--- config.mk ---
export PLATFORM = sky130hd
export DESIGN_NAME = mcr_divider
export DESIGN_NICKNAME = d
export VERILOG_FILES = /design/src/design/mcr_pkg.sv /design/src/design/mcr_divider.sv
export VERILOG_INCLUDE_DIRS = /design/src /design/src/design
export SDC_FILE = /design/constraint.sdc
export NUM_CORES = 1
export LEC_CHECK = 0
export ABC_AREA = 1
export BUFFER_PORTS_ARGS = -buffer_cell sky130_fd_sc_hd__buf_2
export CORE_MARGIN = 2
export CORE_UTILIZATION = 43
export CTS_CLUSTER_DIAMETER = 30
export DETAILED_ROUTE_END_ITERATION = 10
export GPL_TIMING_DRIVEN = 1
export PLACE_DENSITY = 0.78
export SYNTH_ARGS = -nofsm -noshare
export SYNTH_HDL_FRONTEND = slang
export SYNTH_SLANG_ARGS = --single-unit
--- constraint.sdc ---
create_clock -name clk -period 3.7 [get_ports clk]
set_clock_uncertainty 0.1 [all_clocks]
set_input_delay 0.555 -clock clk [delete_from_list [all_inputs] [get_ports clk]]
set_output_delay 0.555 -clock clk [all_outputs]
set_load 0.02 [all_outputs]
--- src/design/assert_macros.svh ---
// Assertion macros shared by the design files.
`ifndef ASSERT_MACROS_SVH
`define ASSERT_MACROS_SVH

// Same-cycle implication, checked at each rising clock edge outside reset.
`define MCR_ASSERT(lbl, ante, cons) \
  lbl: assert property (@(posedge clk) disable iff (rst) (ante) |-> (cons)) \
    else $error("muskingum_cascade_router: same-cycle check failed");

// Next-cycle implication, checked at each rising clock edge outside reset.
`define MCR_ASSERT_NEXT(lbl, ante, cons) \
  lbl: assert property (@(posedge clk) disable iff (rst) (ante) |=> (cons)) \
    else $error("muskingum_cascade_router: next-cycle check failed");

`endif

--- src/design/mcr_pkg.sv ---
// Shared constants and codes of the Muskingum cascade router.
`default_nettype none
package mcr_pkg;
  localparam int VOL_W = 32;
  localparam int STORE_W = 40;
  localparam int COEF_W = 18;
  // Fraction bits of the Q2.16 coefficients; tied to COEF_W.
  localparam int COEF_FRAC_BITS = 16;
  localparam int SUB_REG_W = 8;
  localparam int REACH_REG_W = 7;
  localparam int CFG_IDX_W = 3;
  // Upper part of the serial product accumulator, with margin over three terms.
  localparam int HI_W = 22;
  localparam int PROD_W = HI_W + VOL_W;
  localparam int BIT_CNT_W = $clog2(VOL_W);

  localparam logic [CFG_IDX_W-1:0] CFG_COEF_IN_NOW = 3'd0;
  localparam logic [CFG_IDX_W-1:0] CFG_COEF_IN_BEFORE = 3'd1;
  localparam logic [CFG_IDX_W-1:0] CFG_COEF_OUT_BEFORE = 3'd2;
  localparam logic [CFG_IDX_W-1:0] CFG_SUBSTEP_COUNT = 3'd3;
  localparam logic [CFG_IDX_W-1:0] CFG_REACH_COUNT = 3'd4;
  localparam logic [CFG_IDX_W-1:0] CFG_BYPASS = 3'd5;
endpackage
`default_nettype wire

--- src/design/mcr_divider.sv ---
// Restoring divider that produces one quotient bit per cycle.
`default_nettype none
module mcr_divider #(
  parameter int DEN_W = 8
) (
  input  logic                      clk,
  input  logic                      rst,
  input  logic                      start,
  input  logic [mcr_pkg::VOL_W-1:0] dividend,
  input  logic [DEN_W-1:0]          divisor,
  output logic                      done,
  output logic [mcr_pkg::VOL_W-1:0] quotient
);
  logic                           busy;
  logic [mcr_pkg::BIT_CNT_W-1:0]  cnt;
  logic [DEN_W-1:0]               rem;
  logic [DEN_W:0]                 trial;
  logic                           fits;
  logic                           last_bit;

  // Bring down the next dividend bit and try a subtraction.
  assign trial = {rem, quotient[mcr_pkg::VOL_W-1]};
  assign fits = trial >= {1'b0, divisor};
  assign last_bit = (cnt == mcr_pkg::BIT_CNT_W'(mcr_pkg::VOL_W - 1));

  always_ff @(posedge clk) begin
    if (rst) begin
      busy <= 1'b0;
      done <= 1'b0;
    end else if (start) begin
      busy <= 1'b1;
      done <= 1'b0;
      cnt <= '0;
      rem <= '0;
      quotient <= dividend;
    end else if (busy) begin
      rem <= fits ? DEN_W'(trial - {1'b0, divisor}) : DEN_W'(trial);
      quotient <= {quotient[mcr_pkg::VOL_W-2:0], fits};
      cnt <= cnt + 1'b1;
      done <= last_bit;
      if (last_bit) begin
        busy <= 1'b0;
      end
    end else begin
      done <= 1'b0;
    end
  end

  `include "assert_macros.svh"
  `MCR_ASSERT(a_done_from_busy, done, !busy)
  `MCR_ASSERT_NEXT(a_start_busy, start, busy && !done)
  `MCR_ASSERT(a_done_remainder, done, rem < divisor)
endmodule
`default_nettype wire

# Yosys cells after proc, flatten, opt, wreduce, memory -nomap -nowiden
# Cells that the tools add are included.
dict set report totals {
  regBits 47
  input_bits 43
  output_inout_bits 33
  word_cells 22
}
dict set report op_classes {
  n_addsub 2
  magnitude_cmp 1
  n_eq_ne 1
  muxes 8
  bitwise_logic 2
  reduce_logical 3
}
# operator n
set ops {}
lappend ops {{32-bit 2-to-1 mux} 2}
lappend ops {{8-bit 2-to-1 mux} 2}
lappend ops {{9-bit by 8-bit greater-or-equal comparator with 1-bit output} 1}
lappend ops {{8-bit subtractor} 1}
lappend ops {{5-bit by 1-bit adder with 5-bit output (second input constant)} 1}
lappend ops {{5-bit == test (second input constant)} 1}
lappend ops {{5-bit 2-to-1 mux} 1}
lappend ops {{1-bit 2-to-1 mux} 3}
lappend ops {{3-bit OR reduction} 1}
lappend ops {{1-bit NOT} 2}
lappend ops {{2-bit AND reduction} 1}
lappend ops {{2-bit nonzero test} 1}

# Depth between registers and ports, before layout
dict set report depth {
  word_depth 4
  ltp_mapped 12
  ltp_nobuf 11
}

# Least setup slack after synthesis
# OpenSTA, ideal clock, no wires.
dict set report synth_timing {
  kind {input to register}
  start {in start}
  end {reg cnt[0] in the netlist's numbering (enable)}
  setup_time_ns 0.465
  arrival_ns 2.824
  required_time_ns 3.135
  slack_ns 0.312
  path_stages 2
  path_buffers 0
  path_cell_list {inv_2 -> a21oi_1}
}
dict set report synth_between {
  elab_chain_len 2
}
# item line_no
set synth_rtl {}
lappend synth_rtl {{from (decl)} mcr_divider.sv:8} ;# input logic start,
lappend synth_rtl {{2-bit nonzero test (no source line)} --}
lappend synth_rtl {{2-bit AND reduction (no source line)} --}
lappend synth_rtl {{to (signal assigned)} mcr_divider.sv:39} ;# cnt <= cnt + 1'b1;
lappend synth_rtl {{to (decl)} mcr_divider.sv:15} ;# logic [mcr_pkg::BIT_CNT_W-1:0] cnt;
# Every way passes these cells.
# A chain may end at the register's enable or synchronous reset.

# Final worst setup path
dict set report layout_timing {
  start {in start}
  end {reg quotient[7] in the netlist's numbering (enable)}
}
dict set report layout_between {
  elab_chain_len 2
}
# item line_no
set layout_rtl {}
lappend layout_rtl {{2-bit nonzero test (no source line)} --}
lappend layout_rtl {{2-bit AND reduction (no source line)} --}
lappend layout_rtl {{to (signal assigned)} mcr_divider.sv:35} ;# quotient <= dividend;
lappend layout_rtl {{to (signal assigned)} mcr_divider.sv:38} ;# quotient <= {quotient[mcr_pkg::VOL_W-2:0], fits};
lappend layout_rtl {{to (decl)} mcr_divider.sv:12} ;# output logic [mcr_pkg::VOL_W-1:0] quotient
# Every way passes these cells.

==> run_results.csv <==
group,metric,value,unit
outcome,outcome,"complete, no violations",
timing,hold_violations,0,
logic_synthesis,syn_area_per_cell,8.546,um^2
timing,fin_setup_tns,0,ns
clock_tree,post_cts_resized,0,
setup_path,required,3.59,ns
timing,post-route-period-util,0.5631,
floorplanning,start_util,0.4382,
flow_run,maxCapViolCount,0,
logic_synthesis,synth.yosys.seq_area_share,0.5427,
timing,fmax,479.9,MHz
global_routing,grt_max_degree,43,
setup_path,path_class,"in2reg",
place,port_buffers,75,
power_and_ir_drop,seqPwrFrac,0.505,
setup_path,endpoint_kind,"register",
clock_tree,cts_max_level,2,
setup_path,max_stage_delay,0.71,ns
logic_synthesis,ys_types,28,
global_routing,met2_usage,0.2430,
hold_path,worstHoldPathCells,2,
power_and_ir_drop,p_leak,1.595,nW
clock_tree,hold_buffers,0,
power_and_ir_drop,p_sw,0.3620,mW
clock_tree,clk_latency,0.30,ns
setup_path,critPathBufInv,3,
floorplanning,dieHeight,81.22,um
clock_tree,clk_path_buf_depth,2,
logic_synthesis,synth_nets,354,
setup_path,worst-r2r-setup-slack,1.71,ns
power_and_ir_drop,clockPowerShare,0.283,
timing,setup_violations,0,
cells_and_area,fillers,536,
logic_synthesis,synth_top_cell_area_share,0.5271,
floorplanning,die_x,81.22,um
place,dp_cells,444,
place,post-place-ws,1.290,ns
clock_tree,postCtsSetupBuffers,0,
clock_tree,tritoncts,"built",
routing,drc_errors,0,
logic_synthesis,synthTopCellsByArea,"edfxtp_1 53%, nand2_1 20%, ha_1 4.9%",
power_and_ir_drop,internal_power,0.9337,mW
power_and_ir_drop,p_per_area,413.9,nW/um^2
logic_synthesis,ys_seq_elements,47,
global_routing,top_usage_layer,"met2",
place,gp_congestion,0.8345,
setup_path,reg2reg_to,"rem[6]",
setup_path,worst-path-max-fanout,42,
setup_path,critPathTopFamily,"compound AO/OA/AOI/OAI gates",
timing,fin_crit,2.084,ns
timing,rsz0062_at_grt,"false",
timing,slew_headroom,0.5020,
cells_and_area,syn2layout_area_growth,22.11,%
routing,vias,2060,
clock_tree,root_buffer,"clkbuf_8",
floorplanning,rows,28,
timing,hold_slack,0.3775,ns
power_and_ir_drop,power,1.296,mW
clock_tree,clk_pin_slew,0.08,ns
power_and_ir_drop,ir_drop,0.2602,mV
cells_and_area,final_cells,452,
power_and_ir_drop,switching_share,0.2794,
cells_and_area,final_cell_mix,"140 x nand2_1, 75 x buf_2, 45 x edfxtp_1, 30 x inv_1, 24 x nor2_1",
hold_path,hold_class,"in2reg",
timing,setup_ws,1.616,ns
setup_path,rr_startpoint,"rem[3]",
logic_synthesis,netlist_area,2564,um^2
logic_synthesis,yosys.area.top_type,"edfxtp_1",
routing,first_pass_iters,5,
routing,viasPerCell,4.558,
setup_path,crit_path_start_kind,"input pin",
cells_and_area,antenna_cells,0,
floorplanning,ios,76,
power_and_ir_drop,combPwrFrac,0.213,
global_routing,overflow,0,
routing,drt_iter0_drc,81,
global_routing,globalRouteMet1Util,0.2164,
setup_path,cp_slowest_cell,"a21oi_4",
routing,detail-route-antenna-nets,0,
place,dp_hpwl,3708,um
global_routing,antenna_found_initial,0,
hold_path,min_from,"rst",
setup_path,r2r_cells,9,
global_routing,grt_usage,0.1563,
hold_path,whs_endpoint,"done",
timing,drv_slew,0,
logic_synthesis,yosysWarnings,0,
floorplanning,die_area,6596,um^2
floorplanning,fp.coreArea,5851,um^2
clock_tree,numCtsBuffers,5,
routing,wl_per_cell,11.26,um
cells_and_area,final_nets,430,
cells_and_area,drive_gt1_frac,0.2626,
setup_path,critical_path.cell_chain,"buf_2, inv_2, a21oi_4, buf_4",
logic_synthesis,synthCells,300,
global_routing,grt_pass1_vias,1786,
clock_tree,cts_num_sinks,47,
routing,wl,5089,um
global_routing,use_met3,0.04000,
setup_path,crit_arrival,1.98,ns
global_routing,grt_pass1_wl,8031,um
cells_and_area,layout_commonest_cell,"nand2_1",
timing,tightest_slew,0.7453,ns
==> power by group through the flow <==
| stage | Clock (mW) | Combinational, mW | Sequential (mW) |
|---|---|---|---|
| 4_1_cts | 0.371 | 0.279 | 0.654 |
| 3_5_place_dp | 0 | 0.277 | 0.665 |
| 6_report | 0.366 | 0.276 | 0.654 |
| 2_1_floorplan | 0 | 0.170 | 0.692 |
| 3_3_place_gp | 0 | 0.270 | 0.665 |
| 5_1_grt | 0.392 | 0.312 | 0.658 |
==> layer usage <==
metal  vias up  part of all wire
li1       1100                 -
met1       888              0.48
met2        66              0.44
met3         6             0.072
met4         0             0.011
met5         -                 0
==> flip-flops by register name, summed over array words and instances, names as in the netlist <==
signal,flops
quotient,32
done,1
rem,8
busy,1
cnt,5
==> metrics by stage <==
stage / utilization / cell area [um^2]
floorplan: - / 2564
finish: 0.5351 / 3131
global route: 0.5351 / 3131
CTS: 0.5351 / 3131
global placement: 0.5167 / 3023
detailed placement: 0.5167 / 3023
==> synth_stat cells <==
cell type,number
nand2_1,140
edfxtp_1,45
inv_1,30
nor2_1,24
nand3_1,11
ha_1,10
nor2_2,5
a21oi_1,4
clkbuf_1,4
buf_1,2
buf_2,2
dfxtp_1,2
inv_2,2
nand2_2,2
nand4_1,2
o21ai_0,2
xor2_1,2
a21oi_4,1
and2_1,1
buf_6,1
fa_1,1
nand3_2,1
nand4_4,1
nor4_1,1
o21a_1,1
or2_1,1
or2_2,1
xnor2_1,1
==> worst reg2reg max path, cell delays in order, from the launching register on <==
cell,delay (ns)
edfxtp_1,0.43
ha_1,0.37
nand2_1,0.08
nand2_1,0.08
inv_1,0.10
nand2_1,0.06
nand2_1,0.11
nand4_4,0.19
nor2_1,0.17
nor2_2,0.06
==> worst max-delay path by stage <==
stage,start,to,slack (ns),depth (start not counted)
5_1_grt,start,quotient[5],1.49,4
6_report,start,quotient[7],1.62,4
3_5_place_dp,start,quotient[13],1.29,4
4_1_cts,start,quotient[4],1.59,4
2_1_floorplan,start,cnt[0],0.31,2
3_3_place_gp,start,quotient[15],1.33,4
==> final cells by class <==
type                    instances  area, um^2  area share
flip-flops and latches         47        1391      0.4444
well taps                      75       93.84     0.02998
inverters                      32       120.1     0.03837
repair buffers                 78       397.9      0.1271
clock inverters                 3       38.79     0.01239
clock buffers                   5       68.82     0.02198
multi-input cells             212        1020      0.3257
==> kinds of logic after synthesis <==
| kind of cell | share of synthesized area |
|---|---|
| xor+xnor | 0.01025 |
| compound gates | 0.02099 |
| simple gates | 0.3055 |
| buf+inv | 0.06393 |
| fa+ha+maj | 0.05661 |
| flops | 0.5427 |
Power figures use the tool's default switching activity.
